[config.mk]
export PLATFORM = sky130hd
export DESIGN_NAME = ipv4_header_validate
export DESIGN_NICKNAME = d
export VERILOG_FILES = /design/src/hdl/ihv_pkg.sv /design/src/hdl/ihv_in_stage.sv /design/src/hdl/ihv_hdr_track.sv /design/src/hdl/ihv_out_reg.sv /design/src/hdl/ipv4_header_validate.sv
export SDC_FILE = /design/constraint.sdc
export NUM_CORES = 1
export LEC_CHECK = 0
export BUFFER_PORTS_ARGS = -buffer_cell sky130_fd_sc_hd__clkbuf_2
export CORE_MARGIN = 4
export CORE_UTILIZATION = 64
export CTS_CLUSTER_DIAMETER = 60
export DETAILED_ROUTE_END_ITERATION = 10
export GPL_ROUTABILITY_DRIVEN = 0
export PLACE_DENSITY = 0.86
export SYNTH_ARGS = -nofsm -noshare
export SYNTH_HDL_FRONTEND = slang
export SYNTH_SLANG_ARGS = --single-unit
[constraint.sdc]
create_clock -name clk_i -period 14.1 [get_ports clk_i]
set_input_delay 0.705 -clock clk_i [delete_from_list [all_inputs] [get_ports clk_i]]
set_output_delay 0.705 -clock clk_i [all_outputs]
set_load 0.02 [all_outputs]
[src/hdl/ihv_pkg.sv]
`timescale 1ns / 1ps
`default_nettype none
// ----------------------------------------------------------------------------
// IPv4 header validate package
// Shared constants and types for the IPv4 header validator.
// ----------------------------------------------------------------------------
package ihv_pkg;

  localparam int unsigned POS_W                 = 7;
  localparam logic [6:0]  POS_MAX               = 7'd127;
  localparam logic [6:0]  ETYPE_HI_POS          = 7'd12;
  localparam logic [6:0]  ETYPE_LO_POS          = 7'd13;
  localparam logic [6:0]  CKSUM_HI_OFS          = 7'd10;
  localparam logic [6:0]  CKSUM_LO_OFS          = 7'd11;
  localparam int unsigned FIELD_BYTES           = 20;
  localparam int unsigned LINK_HEADER_BYTES_DEF = 14;
  localparam logic [3:0]  MIN_IHL               = 4'd5;
  localparam logic [15:0] ETHERTYPE_IPV4        = 16'h0800;

  // One frame byte held in the input stage.
  typedef struct packed {
    logic       valid;
    logic [7:0] frame_byte;
    logic       end_of_frame;
  } item_t;

  // One validation result.
  typedef struct packed {
    logic        is_ipv4;
    logic [3:0]  version;
    logic [3:0]  header_words;
    logic [7:0]  service_type;
    logic [15:0] total_length;
    logic [15:0] identification;
    logic [15:0] flags_fragment;
    logic [7:0]  time_to_live;
    logic [7:0]  protocol_number;
    logic [15:0] header_checksum;
    logic [31:0] source_address;
    logic [31:0] destination_address;
  } result_t;

endpackage : ihv_pkg
`default_nettype wire

[src/hdl/ihv_in_stage.sv]
`timescale 1ns / 1ps
`default_nettype none
// ----------------------------------------------------------------------------
// IPv4 header validate input stage
// Registers one incoming frame byte and holds it while the tracker is blocked.
// ----------------------------------------------------------------------------
module ihv_in_stage
  import ihv_pkg::*;
(
  input  wire logic       clk_i,
  input  wire logic       rst_ni,
  input  wire logic       in_valid_i,
  output logic            in_stall_o,
  input  wire logic [7:0] frame_byte_i,
  input  wire logic       end_of_frame_i,
  input  wire logic       blocked_i,
  output item_t           item_o
);

  logic       valid_q, valid_d;
  logic [7:0] byte_q;
  logic       eof_q;
  logic       accept;

  assign in_stall_o = valid_q & blocked_i;
  assign accept     = in_valid_i & ~in_stall_o;

  // Drop the held byte once it advances, unless a new one replaces it.
  always_comb begin
    valid_d = valid_q;
    if (accept) begin
      valid_d = 1'b1;
    end else if (valid_q && !blocked_i) begin
      valid_d = 1'b0;
    end
  end

  always_ff @(posedge clk_i or negedge rst_ni) begin
    if (!rst_ni) begin
      valid_q <= 1'b0;
    end else begin
      valid_q <= valid_d;
    end
  end

  always_ff @(posedge clk_i) begin
    if (accept) begin
      byte_q <= frame_byte_i;
      eof_q  <= end_of_frame_i;
    end
  end

  assign item_o = '{valid: valid_q, frame_byte: byte_q, end_of_frame: eof_q};

endmodule : ihv_in_stage
`default_nettype wire

[src/hdl/ihv_hdr_track.sv]
`timescale 1ns / 1ps
`default_nettype none
// ----------------------------------------------------------------------------
// IPv4 header validate frame tracker
// Per-frame state: position, EtherType match, captured header, checksum sum.
// ----------------------------------------------------------------------------
module ihv_hdr_track
  import ihv_pkg::*;
#(
  parameter int unsigned LinkHeaderBytes = LINK_HEADER_BYTES_DEF
) (
  input  wire logic        clk_i,
  input  wire logic        rst_ni,
  input  wire logic        step_i,
  input  wire logic [7:0]  frame_byte_i,
  input  wire logic        end_of_frame_i,
  input  wire logic [15:0] expected_ethertype_i,
  output result_t          result_o
);

  localparam logic [POS_W-1:0] LinkPos = POS_W'(LinkHeaderBytes);

  logic [POS_W-1:0] pos_q, pos_d, pos_n, ofs;
  logic             type_match_q, type_match_d, type_match_n;
  logic [7:0]       type_hi_q, type_hi_d;
  logic [7:0]       word_hi_q, word_hi_d;
  logic [15:0]      sum_q, sum_d, sum_n;
  logic [7:0]       hdr_q [FIELD_BYTES];
  logic [7:0]       hdr_d [FIELD_BYTES];
  logic [7:0]       hdr_n [FIELD_BYTES];
  logic             in_hdr, in_sum;
  logic [7:0]       sum_byte;
  logic [16:0]      sum_wide;
  logic [POS_W-1:0] hdr_len;
  logic             complete;

  assign ofs    = pos_q - LinkPos;
  assign in_hdr = (pos_q >= LinkPos) && (pos_q < POS_MAX);

  always_comb begin
    // Capture header bytes at their own offsets.
    for (int i = 0; i < FIELD_BYTES; i++) begin
      hdr_n[i] = hdr_q[i];
      if (in_hdr && ofs == POS_W'(i)) begin
        hdr_n[i] = frame_byte_i;
      end
    end

    // EtherType check.
    type_hi_d    = type_hi_q;
    type_match_n = type_match_q;
    if (pos_q == ETYPE_HI_POS) begin
      type_hi_d = frame_byte_i;
    end else if (pos_q == ETYPE_LO_POS) begin
      type_match_n = ({type_hi_q, frame_byte_i} == expected_ethertype_i);
    end

    // Checksum: header length comes from the freshly captured IHL.
    hdr_len  = {1'b0, hdr_n[0][3:0], 2'b00};
    in_sum   = in_hdr && (ofs < hdr_len);
    sum_byte = (ofs == CKSUM_HI_OFS || ofs == CKSUM_LO_OFS) ? 8'h00 : frame_byte_i;
    sum_wide = {1'b0, sum_q} + {1'b0, word_hi_q, sum_byte};
    word_hi_d = word_hi_q;
    sum_n     = sum_q;
    if (in_sum) begin
      if (!ofs[0]) begin
        word_hi_d = sum_byte;
      end else begin
        sum_n = sum_wide[15:0] + {15'd0, sum_wide[16]};
      end
    end

    pos_n = (pos_q == POS_MAX) ? pos_q : pos_q + 1'b1;

    // Clear all frame state after the last byte.
    if (end_of_frame_i) begin
      pos_d        = '0;
      type_match_d = 1'b0;
      type_hi_d    = '0;
      word_hi_d    = '0;
      sum_d        = '0;
      for (int i = 0; i < FIELD_BYTES; i++) begin
        hdr_d[i] = '0;
      end
    end else begin
      pos_d        = pos_n;
      type_match_d = type_match_n;
      sum_d        = sum_n;
      for (int i = 0; i < FIELD_BYTES; i++) begin
        hdr_d[i] = hdr_n[i];
      end
    end
  end

  always_ff @(posedge clk_i or negedge rst_ni) begin
    if (!rst_ni) begin
      pos_q        <= '0;
      type_match_q <= 1'b0;
      type_hi_q    <= '0;
      word_hi_q    <= '0;
      sum_q        <= '0;
      for (int i = 0; i < FIELD_BYTES; i++) begin
        hdr_q[i] <= '0;
      end
    end else if (step_i) begin
      pos_q        <= pos_d;
      type_match_q <= type_match_d;
      type_hi_q    <= type_hi_d;
      word_hi_q    <= word_hi_d;
      sum_q        <= sum_d;
      for (int i = 0; i < FIELD_BYTES; i++) begin
        hdr_q[i] <= hdr_d[i];
      end
    end
  end

  assign complete = (pos_n >= LinkPos + {1'b0, hdr_n[0][3:0], 2'b00});

  always_comb begin
    result_o.version             = hdr_n[0][7:4];
    result_o.header_words        = hdr_n[0][3:0];
    result_o.service_type        = hdr_n[1];
    result_o.total_length        = {hdr_n[2], hdr_n[3]};
    result_o.identification      = {hdr_n[4], hdr_n[5]};
    result_o.flags_fragment      = {hdr_n[6], hdr_n[7]};
    result_o.time_to_live        = hdr_n[8];
    result_o.protocol_number     = hdr_n[9];
    result_o.header_checksum     = {hdr_n[10], hdr_n[11]};
    result_o.source_address      = {hdr_n[12], hdr_n[13], hdr_n[14], hdr_n[15]};
    result_o.destination_address = {hdr_n[16], hdr_n[17], hdr_n[18], hdr_n[19]};
    result_o.is_ipv4             = type_match_n && (hdr_n[0][3:0] >= MIN_IHL) && complete
                                   && ({hdr_n[10], hdr_n[11]} == ~sum_n);
  end

endmodule : ihv_hdr_track
`default_nettype wire

[src/hdl/ihv_out_reg.sv]
`timescale 1ns / 1ps
`default_nettype none
// ----------------------------------------------------------------------------
// IPv4 header validate output register
// Holds one result until the downstream side takes it.
// ----------------------------------------------------------------------------
module ihv_out_reg
  import ihv_pkg::*;
(
  input  wire logic    clk_i,
  input  wire logic    rst_ni,
  input  wire logic    load_i,
  input  result_t      result_i,
  input  wire logic    out_stall_i,
  output logic         out_valid_o,
  output result_t      result_o
);

  logic    valid_q, valid_d;
  result_t result_q;

  always_comb begin
    valid_d = valid_q;
    if (load_i) begin
      valid_d = 1'b1;
    end else if (valid_q && !out_stall_i) begin
      valid_d = 1'b0;
    end
  end

  always_ff @(posedge clk_i or negedge rst_ni) begin
    if (!rst_ni) begin
      valid_q <= 1'b0;
    end else begin
      valid_q <= valid_d;
    end
  end

  always_ff @(posedge clk_i) begin
    if (load_i) begin
      result_q <= result_i;
    end
  end

  assign out_valid_o = valid_q;
  assign result_o    = result_q;

endmodule : ihv_out_reg
`default_nettype wire

[src/hdl/ipv4_header_validate.sv]
`timescale 1ns / 1ps
`default_nettype none
// The last byte is registered in the input stage, its result in the output register.
// Throughput: one frame byte per cycle unless stalled; a byte is taken while a result waits.
// The input stalls only when a last byte is held and the result register is full.
// Reset (rst_ni low, asynchronous) clears frame state, empties both stages and
// restores the expected EtherType to 0x0800.
// ----------------------------------------------------------------------------
// IPv4 header validate
// Checks EtherType, IHL and header checksum of an Ethernet frame streamed one
// byte per transaction, and reports the captured IPv4 header fields.
// ----------------------------------------------------------------------------
module ipv4_header_validate
  import ihv_pkg::*;
#(
  parameter int unsigned LinkHeaderBytes = LINK_HEADER_BYTES_DEF
) (
  input  wire logic        clk_i,
  input  wire logic        rst_ni,
  // configuration
  input  wire logic        cfg_we_i,
  input  wire logic [15:0] cfg_wdata_i,
  // frame byte channel
  input  wire logic        in_valid_i,
  output logic             in_stall_o,
  input  wire logic [7:0]  frame_byte_i,
  input  wire logic        end_of_frame_i,
  // result channel
  output logic             out_valid_o,
  input  wire logic        out_stall_i,
  output logic             is_ipv4_o,
  output logic [3:0]       version_o,
  output logic [3:0]       header_words_o,
  output logic [7:0]       service_type_o,
  output logic [15:0]      total_length_o,
  output logic [15:0]      identification_o,
  output logic [15:0]      flags_fragment_o,
  output logic [7:0]       time_to_live_o,
  output logic [7:0]       protocol_number_o,
  output logic [15:0]      header_checksum_o,
  output logic [31:0]      source_address_o,
  output logic [31:0]      destination_address_o
);

  logic [15:0] ethertype_q;
  item_t       item;
  logic        blocked;
  logic        step;
  logic        res_load;
  result_t     res_next;
  result_t     res_out;

  // Configuration register: the user must write it only while the block is idle; the block does not enforce this.
  always_ff @(posedge clk_i or negedge rst_ni) begin
    if (!rst_ni) begin
      ethertype_q <= ETHERTYPE_IPV4;
    end else if (cfg_we_i) begin
      ethertype_q <= cfg_wdata_i;
    end
  end

  // Hold a last byte only when its result cannot enter the output register.
  assign blocked  = item.end_of_frame & out_valid_o & out_stall_i;
  assign step     = item.valid & ~blocked;
  assign res_load = step & item.end_of_frame;

  ihv_in_stage u_in_stage (
    .clk_i          (clk_i),
    .rst_ni         (rst_ni),
    .in_valid_i     (in_valid_i),
    .in_stall_o     (in_stall_o),
    .frame_byte_i   (frame_byte_i),
    .end_of_frame_i (end_of_frame_i),
    .blocked_i      (blocked),
    .item_o         (item)
  );

  // Advance the frame state by one byte per cycle while not blocked; the result is formed from
  // the state as updated by the last byte.
  ihv_hdr_track #(
    .LinkHeaderBytes (LinkHeaderBytes)
  ) u_hdr_track (
    .clk_i                (clk_i),
    .rst_ni               (rst_ni),
    .step_i               (step),
    .frame_byte_i         (item.frame_byte),
    .end_of_frame_i       (item.end_of_frame),
    .expected_ethertype_i (ethertype_q),
    .result_o             (res_next)
  );

  ihv_out_reg u_out_reg (
    .clk_i       (clk_i),
    .rst_ni      (rst_ni),
    .load_i      (res_load),
    .result_i    (res_next),
    .out_stall_i (out_stall_i),
    .out_valid_o (out_valid_o),
    .result_o    (res_out)
  );

  assign is_ipv4_o             = res_out.is_ipv4;
  assign version_o             = res_out.version;
  assign header_words_o        = res_out.header_words;
  assign service_type_o        = res_out.service_type;
  assign total_length_o        = res_out.total_length;
  assign identification_o      = res_out.identification;
  assign flags_fragment_o      = res_out.flags_fragment;
  assign time_to_live_o        = res_out.time_to_live;
  assign protocol_number_o     = res_out.protocol_number;
  assign header_checksum_o     = res_out.header_checksum;
  assign source_address_o      = res_out.source_address;
  assign destination_address_o = res_out.destination_address;

  // A result never overwrites one that is still waiting.
  a_no_overwrite : assert property (@(posedge clk_i) disable iff (!rst_ni)
    res_load |-> (!out_valid_o || !out_stall_i))
    else $error("result loaded over a pending transaction");

  // Stall only comes from a held last byte.
  a_stall_cause : assert property (@(posedge clk_i) disable iff (!rst_ni)
    in_stall_o |-> (item.valid && item.end_of_frame && out_valid_o))
    else $error("input stalled without a pending last byte");

  // A loaded result shows up on the next cycle.
  a_load_shows : assert property (@(posedge clk_i) disable iff (!rst_ni)
    res_load |=> out_valid_o)
    else $error("loaded result not presented");

  // A passing header always has at least five words.
  a_ihl_pass : assert property (@(posedge clk_i) disable iff (!rst_ni)
    (out_valid_o && is_ipv4_o) |-> (header_words_o >= MIN_IHL))
    else $error("valid flag set with short header");

endmodule : ipv4_header_validate
`default_nettype wire

; ---- Yosys cells after proc, flatten, opt, wreduce, memory -nomap -nowiden
; Cells that the tools add are included.
[word_totals]
regBits = 388
input_bits = 30
out_inout_bits = 163
[op_classes]
n_addsub = 5
eq_ne = 25
bitwise_logic = 9
n_reduce_logical = 37
magnitude_cmp = 5
mux = 39
[op_table]
columns = operator, count
row1 = $mux 8, 26
row2 = $mux 160, 1
row3 = $eq 7x4->1 const B, 10
row4 = $mux 16, 3
row5 = $eq 16x16->1, 2
row6 = $eq 7x3->1 const B, 4
row7 = $eq 7x5->1 const B, 4
row8 = $logic_and 1x1->1, 27
row9 = $add 16x16->17, 1
row10 = $add 16x1->16, 1
row11 = $not 16->16, 1
row12 = $eq 7x2->1 const B, 2
row13 = $mux 7, 2
row14 = $reduce_bool 2->1, 4
row15 = $add 4x6->7 const A, 1
row16 = $add 7x1->7 const B, 1
row17 = $eq 7x1->1 const B, 1
row18 = $eq 7x7->1 const B, 1
row19 = $ge 7x4->1 const B, 1
row20 = $ge 7x7->1, 1
row21 = $logic_not 7->1, 1
row22 = $lt 7x6->1, 1
row23 = $lt 7x7->1 const B, 1
row24 = $mux 1, 7
row25 = 9 further kinds, 16

; ---- Longest topological paths before layout
; Gate-level depths: netlist (run 1).
[depth]
word_depth = 11
mapped_depth = 28
depth_no_buf = 27

; ---- By module
; From an unflattened synthesis (run 1), not the netlist that was laid out.
[hier_totals]
cells_unflattened = 1424
hier_area_um2 = 18705.4
[by_module_without_submodules]
columns = mod, instances, area_each_um2, cells_per_inst, seq_area_each_um2
row1 = ihv_hdr_track, 1, 12831.1, 1208, 5004.8
row2 = ihv_out_reg, 1, 4867.2, 163, 4859.7
row3 = ipv4_header_validate, 1, 671.9, 38, 401.6
row4 = ihv_in_stage, 1, 335.3, 15, 295.3

; ---- Worst setup path before layout (run 1)
; OpenSTA, ideal clock, no wires.
[synth_path]
path_kind = input to register
startpoint = input out_stall_i
endpoint = register u_out_reg.result_q (netlist bit u_out_reg.result_o[0]), enable pin
path_slack_ns = 5.411
required_ns = 13.412
t_arrival_ns = 8.001
setup_time_ns = 0.688
cell_stages = 5
path_buffers = 2
cell_sequence = nand3_1 nand2_1 clkbuf_1 clkbuf_1 nor2_1
[synth_between]
elab_chain_cells = 4
[synth_rtl]
columns = item, line
row1 = from (decl), ipv4_header_validate.sv:30  ; input wire logic out_stall_i,
row2 = $and 1x1->1, ipv4_header_validate.sv:63  ; assign blocked = item.end_of_frame & out_valid_o & out_stall_i;
row3 = $not 1->1, ipv4_header_validate.sv:64  ; assign step = item.valid & ~blocked;
row4 = $and 1x1->1, ipv4_header_validate.sv:64
row5 = $and 1x1->1, ipv4_header_validate.sv:65  ; assign res_load = step & item.end_of_frame;
row6 = via res_load, ipv4_header_validate.sv:49  ; logic res_load;
row7 = to (signal assigned), ihv_out_reg.sv:41  ; result_q <= result_i;
row8 = to (decl), ihv_out_reg.sv:20  ; result_t result_q;
; The timed path passes the listed nets, and every way through them passes these cells.
; A chain may end at the register's enable or synchronous reset.

==> results of run 1 <==
-- placed cells by master (no fill, tap or decap), drive strengths merged, types with 17 or more instances in the layout --
master and count:
o21ai 59, buf 20, a22o 153, a21oi 29, dfrtp 217, xnor2 57
ha 30, inv 42, edfxtp 170, nor2 39, nor3 17, mux2i 25
clkbuf 247, nand2 84, nand3 26, mux2 159
-- power by group through the flow --
stage | Combinational (W) | Sequential, W | Clock, W
after floorplan | 0.000181 | 0.00129 | 0
after detailed placement | 0.000289 | 0.00127 | 0
after global placement | 0.000280 | 0.00127 | 0
final | 0.000294 | 0.00125 | 0.000990
after CTS | 0.000291 | 0.00125 | 0.000999
after global routing | 0.000318 | 0.00125 | 0.00105
-- final cells by class --
type	instances	share of cell area (%)
Tap cell	378	2.31
Multi-Input combinational cell	870	34.1
Clock buffer	56	5.27
Inverter	38	0.696
Clock inverter	15	0.666
Sequential cell	388	51.6
Timing Repair Buffer	211	5.44
-- sequential cells by signal, summed over array words and instances, names as in the netlist --
name,count
u_hdr_track.type_match_q,1
u_in_stage.eof_q,1
u_hdr_track.pos_q,7
u_hdr_track.sum_q,16
u_in_stage.valid_q,1
u_hdr_track.hdr_q,160
u_out_reg.out_valid_o,1
u_out_reg.result_o,161
u_hdr_track.word_hi_q,8
u_in_stage.byte_q,8
u_hdr_track.type_hi_q,8
ethertype_q,16
-- cells by family (layout without fill, tap and decap cells) --
| kind of cell | count (synthesis) | in the layout | share of synthesized area (%) |
|---|---|---|---|
| simple gates | 250 | 250 | 6.87 |
| xor+xnor | 73 | 73 | 3.74 |
| flops | 388 | 388 | 58.5 |
| compound gates | 331 | 331 | 14.4 |
| mux | 184 | 184 | 11.3 |
| buf+inv | 135 | 320 | 2.99 |
| fa+ha+maj | 32 | 32 | 2.25 |
-- Yosys cell counts (4+ instances only) --
cell type	count	area share, %
nand3_1	26	0.72
nand2_1	84	1.7
xnor2_1	56	2.7
nor4b_1	4	0.19
a22o_1	153	7.4
clkbuf_1	87	1.8
nor4_1	9	0.31
o21a_1	4	0.17
a21oi_1	29	0.80
mux2i_1	25	1.4
nor2b_1	8	0.28
or3_1	6	0.21
nand2b_1	5	0.17
a21o_1	8	0.33
mux2_2	159	9.9
a31oi_1	7	0.24
a22oi_1	11	0.46
o22ai_1	6	0.21
o21ai_0	55	1.5
nor3_1	16	0.44
nor2_1	39	0.81
xor2_1	14	0.68
dfrtp_1	217	30
or2_2	4	0.14
inv_1	38	0.79
o31ai_1	4	0.17
ha_1	30	2.1
and3_1	14	0.49
edfxtp_1	170	28
a211oi_1	4	0.17
nand4_1	12	0.42
and2_1	11	0.38
o2111ai_1	5	0.24
-- per-layer routing --
| metal | track usage [%] | vias up | routed length (um) |
|---|---|---|---|
| met1 | 42.1 | 6274 | 18500 |
| li1 | - | 5530 | - |
| met2 | 43.4 | 696 | 20100 |
| met5 | 0 | - | 0 |
| met4 | 8.58 | 0 | 1300 |
| met3 | 6.34 | 110 | 4490 |
-- final timing paths --
path                                       start  slack, ps                 endpoint  cells after the start
setup / recovery            u_hdr_track.pos_q[1]       6830  u_out_reg.result_o[160]                     26
hold / removal                            rst_ni        100    u_hdr_track.hdr_q[76]                      1
setup reg to reg            u_hdr_track.pos_q[1]       6830  u_out_reg.result_o[160]                     26
hold reg to reg            u_hdr_track.hdr_q[73]        480    u_hdr_track.hdr_q[73]                      2
max in group asynchronous                 rst_ni      11730   u_hdr_track.hdr_q[132]                      3
min in group clk_i               frame_byte_i[2]        360     u_in_stage.byte_q[2]                      1
-- metrics by stage --
| stage | total power [W] | std cells | utilization, % | setup slack, ps | hold slack, ps |
|---|---|---|---|---|---|
| 2_1_floorplan | 0.00147 | 1393 | - | 5410 | 409 |
| 3_3_place_gp | 0.00155 | 1885 | 69.4 | 7200 | 461 |
| 3_5_place_dp | 0.00156 | 1885 | 69.4 | 7010 | 470 |
| 4_1_cts | 0.00254 | 1956 | 73.7 | 6960 | 129 |
| 5_1_grt | 0.00262 | 1956 | 73.7 | 6210 | 142 |
| 6_report | 0.00253 | 1956 | 73.7 | 6830 | 100 |
-- worst max-delay path: cells and delay by family (launching register included) --
kind	cells	cell delay [ps]
AOI/OAI and AO/OA	12	3430
adders and majority gates	5	1760
and+or+nand+nor	8	1260
DFF	1	490
xor gates and xnor gates	1	170
==> results.md, run 1 <==
* # rows at 61
* Final Hold Fails at 0
* Root buffer cell: clkbuf_16
* Setup_tns at 0 ps
* Least-Margin Pin Slew at 992 ps
* Min-Delay Path Class: in2async
* DRC at 0
* Worst-path clk slew at 60 ps
* DR vias at 12,610
* Placed Area at 19,300 um2
* Startpoint Class: flop
* Flop pwr share at 49.3%
* Die ar. at 31,000 um2
* Slowest stage cell, crit path: a311oi_2
* EDFF count, synth at 170
* Syn Std Cell Area at 18,100 um2
* Inserted Diodes at 0
* Fin. max-slew vios at 0
* Register Area at 10,600 um2
* Largest net degree at the start of global routing at 87
* Fill count at 1,867
* Final Critical Period at 7270 ps
* Port Buffers at 192
* Switching power at 0.000661 W
* CP max stage delay at 550 ps
* Starting Density at 65.0%
* VDD IR max at 87.7 uV
* Cell leakage power at 9.12 nW
* Mean routed wirelength per cell at 22.7 um
* Unique masters post-synth at 80
* CP endpoint kind: flop
* P per Cell Area at 124 nW/um2
* Core Area at 27,800 um2
* Initial antenna violation count at 0
* Max Cap Viol at 0
* Routed Antenna Nets at 0
* H-tree depth at 2
* First-pass GRT wire length at 70,100 um
* Longest Clk Path Bufs at 3
* Initial drt markers at 1,354
* Synthesized flop and latch total at 388
* Syn Inst Count at 1,393
* Global route overflow at 0
* Peak Freq at 0.138 GHz
* Clock group share of total power at 39.1%
* DRT Wirelength at 44,400 um
* Vias in the first global route at 12,506
* CTS Sinks at 388
* Skew-Pair Late Insertion Delay at 530 ps
* Post-synthesis sequential area ratio at 58.5%
* Syn_area_per_cell at 13.0 um2
* Post-synth ARST share at 56.2%
* CP required at 14,480 ps
* CP Class: reg2reg
* Clk_skew at 11.1 ps
* Total track usage at 28.6%
* Switching part of the total at 26.1%
* RSZ-0062 raised after global routing: false
* # hold bufs at CTS at 0
* Status: completed
* Share of cells above drive strength 1 at 28.4%
* Final worst path period share at 51.6%
* Final Setup Violations at 0
* Pre-Repair DR Iteration Count at 7
* Power Internal at 0.00187 W
* Chip Width at 176 um
* Ys Warns at 0
* Gates resized, CTS repair at 0
* P&R area growth vs syn at 13.4%
* Logic pwr share at 11.6%
* I/O pin total at 193
* NumNets Final at 1,609
* Crit Path Max Fanout at 9
* Post CTS Setup Buffer Count at 0
* Worst slew margin at 33.0%
* CP arrival at 7650 ps
* DR vias/cell at 6.45
* Ys flop type: dfrtp_1
* Synthesized Nets at 1,454
* Detailed Place HPWL at 28,100 um
* Area of the multi-input gates at 6980 um2
* Most common cell on crit path: ha_1
* TritonCTS clock tree: built
* Chip Height at 176 um
* CTS buffer count at 39
* Final instance area at 20,500 um2
Note: power is estimated with default switching activity, not from simulation.
==> run 2: changes to the inputs <==
- CORE_UTILIZATION: 64 -> 53
- PLACE_DENSITY: 0.86 -> 0.76
- clock period: 14.1 -> 6 ns (I/O delays scaled with it)
==> results.md, run 2 (synthesis results as in run 1) <==
* Status: completed
* Least-Margin Pin Slew at 1090 ps (+95.7 ps)
* Worst Setup SP: u_hdr_track.pos_q[1]
* Total track usage at 24.5% (-4.1 points)
* Buf/Inv on CP at 2 (+2)
* P per Cell Area at 303 nW/um2 (+150%)
* TritonCTS clock tree: built
* # rows at 67 (+9.8%)
* Max Cap Viol at 0 (unchanged)
* H-tree depth at 2 (unchanged)
* NumNets Final at 1,658 (+3.0%)
* Cell leakage power at 9.50 nW (+4.2%)
* Crit Path Max Fanout at 7 (-2)
* Final Critical Period at 5720 ps (-1560 ps)
* DR vias at 12,712 (+0.81%)
* Setup_tns at 0 ps (unchanged)
* Share of cells above drive strength 1 at 30.6% (+2.2 points)
* DR vias/cell at 6.12 (-5.1%)
* Routed Antenna Nets at 0 (unchanged)
* CP Class: reg2reg
* VDD IR max at 197 uV (+120%)
* Clk_skew at 18.1 ps (+7.01 ps)
* Pre-Repair DR Iteration Count at 5 (-2)
* Chip Height at 193 um (+9.4%)
* Placed insts at 1,969 (+4.5%)
* Mean routed wirelength per cell at 22.2 um (-2.2%)
* Hold_sp: out_stall_i
* Initial drt markers at 1,287 (-4.9%)
* First-pass GRT wire length at 71,400 um (+1.8%)
* CP required at 6390 ps (-8090 ps)
* CP max stage delay at 420 ps (-130 ps)
* Starting Density at 53.9% (-11 points)
* Final setup margin at 285 ps (-6540 ps)
* Worst slew margin at 27.5% (-5.5 points)
* Most frequent cells in the layout: dfrtp_1, clkbuf_2, edfxtp_1
* CTS buffer count at 41 (+5.1%)
* Final worst path period share at 95.3% (+44 points)
* Initial antenna violation count at 1 (+1)
* CP arrival at 6100 ps (-1550 ps)
* Longest Clk Path Bufs at 3 (unchanged)
* Final Hold Fails at 0 (unchanged)
* P&R area growth vs syn at 18.8%
* Worst hold slack at 15.8 ps (-84.2 ps)
* Cell family with most CP delay: compound AO/OA/AOI/OAI gates
* Core Area at 33,500 um2 (+21%)
* Worst-path clk slew at 60 ps (about the same)
* DRC at 0 (unchanged)
* CP endpoint kind: flop
* Skew-Pair Late Insertion Delay at 550 ps (+20 ps)
* Min-Delay Path Class: in2reg
* Port Buffers at 192 (unchanged)
* Slowest stage cell, crit path: dfrtp_2
* Worst r2r src: u_hdr_track.pos_q[1]
* Global route overflow at 0 (unchanged)
* Fin cells at 2,078 (+6.2%)
* Fin. max-slew vios at 0 (unchanged)
* CTS Sinks at 388 (unchanged)
* Chip Width at 193 um (+9.4%)
* Peak Freq at 0.175 GHz (+27%)
* DRT Wirelength at 46,100 um (+3.8%)
* Detailed Place HPWL at 28,300 um (+0.63%)
* Inserted Diodes at 0 (unchanged)
* Vias in the first global route at 12,472 (-0.27%)
* Final Setup Violations at 0 (unchanged)
* Largest register FFs at 161 (unchanged)
* I/O pin total at 193 (unchanged)
* Startpoint Class: flop
* DP Worst Slack at -30.6 ps (-7040 ps)
* Largest net degree at the start of global routing at 164 (+89%)
* Die ar. at 37,100 um2 (+20%)
* Root buffer cell: clkbuf_16
* Commonest non-fill, non-tap cell in the layout: dfrtp_1
run 2: metal layers:
layer / vias up / wire length (um) / global-route usage [%]
met1: 6422 / 20800 / 37.9
met2: 567 / 20300 / 35.5
met4: 0 / 1150 / 6.88
met5: - / 0 / 0
met3: 88 / 3840 / 4.47
li1: 5635 / - / -
run 2: final timing paths:
check	to	slack [ps]	cells past startpoint
setup / recovery	u_out_reg.result_o[160]	280	28
hold / removal	u_out_reg.out_valid_o	20	2
setup reg to reg	u_out_reg.result_o[160]	280	28
hold reg to reg	u_hdr_track.hdr_q[77]	480	2
max in group asynchronous	u_hdr_track.pos_q[1]	4270	3
min in group asynchronous	u_hdr_track.sum_q[8]	370	2
run 2: through the flow:
stage | cell area, um2 | utilization [%] | power, W
finish | 21500 | 64.0 | 0.00651
global placement | 19500 | 58.3 | 0.00370
detailed placement | 19500 | 58.3 | 0.00371
CTS | 21300 | 63.6 | 0.00652
global route | 21500 | 64.0 | 0.00674
floorplan | 18100 | - | 0.00345
run 2: power breakdown:
group,internal (W),switching (W)
Clock,0.00173,0.00107
Combinational,0.000263,0.000504
Sequential,0.00286,0.0000761
Total,0.00485,0.00165
run 2: repair_timing:
item / 4_1_cts / 5_1_grt
endpoints found under the hold margin: 111 / 0
resized for setup: 2 / 18
hold buffers: 25 / 0
buffers inserted: 2 / 6
pin swaps: 2 / 14
endpoints found under the setup margin: 1 / 2
cloned: 0 / 0
run 2: area by class of cell:
cell class              count  area [um2]
clock buffers              53        1120
clock inverters            23         385
fillers                  2460       12100
inverters                  38         143
multi-input cells         870        7120
flip-flops and latches    388       10600
well taps                 448         561
repair buffers            258        1560
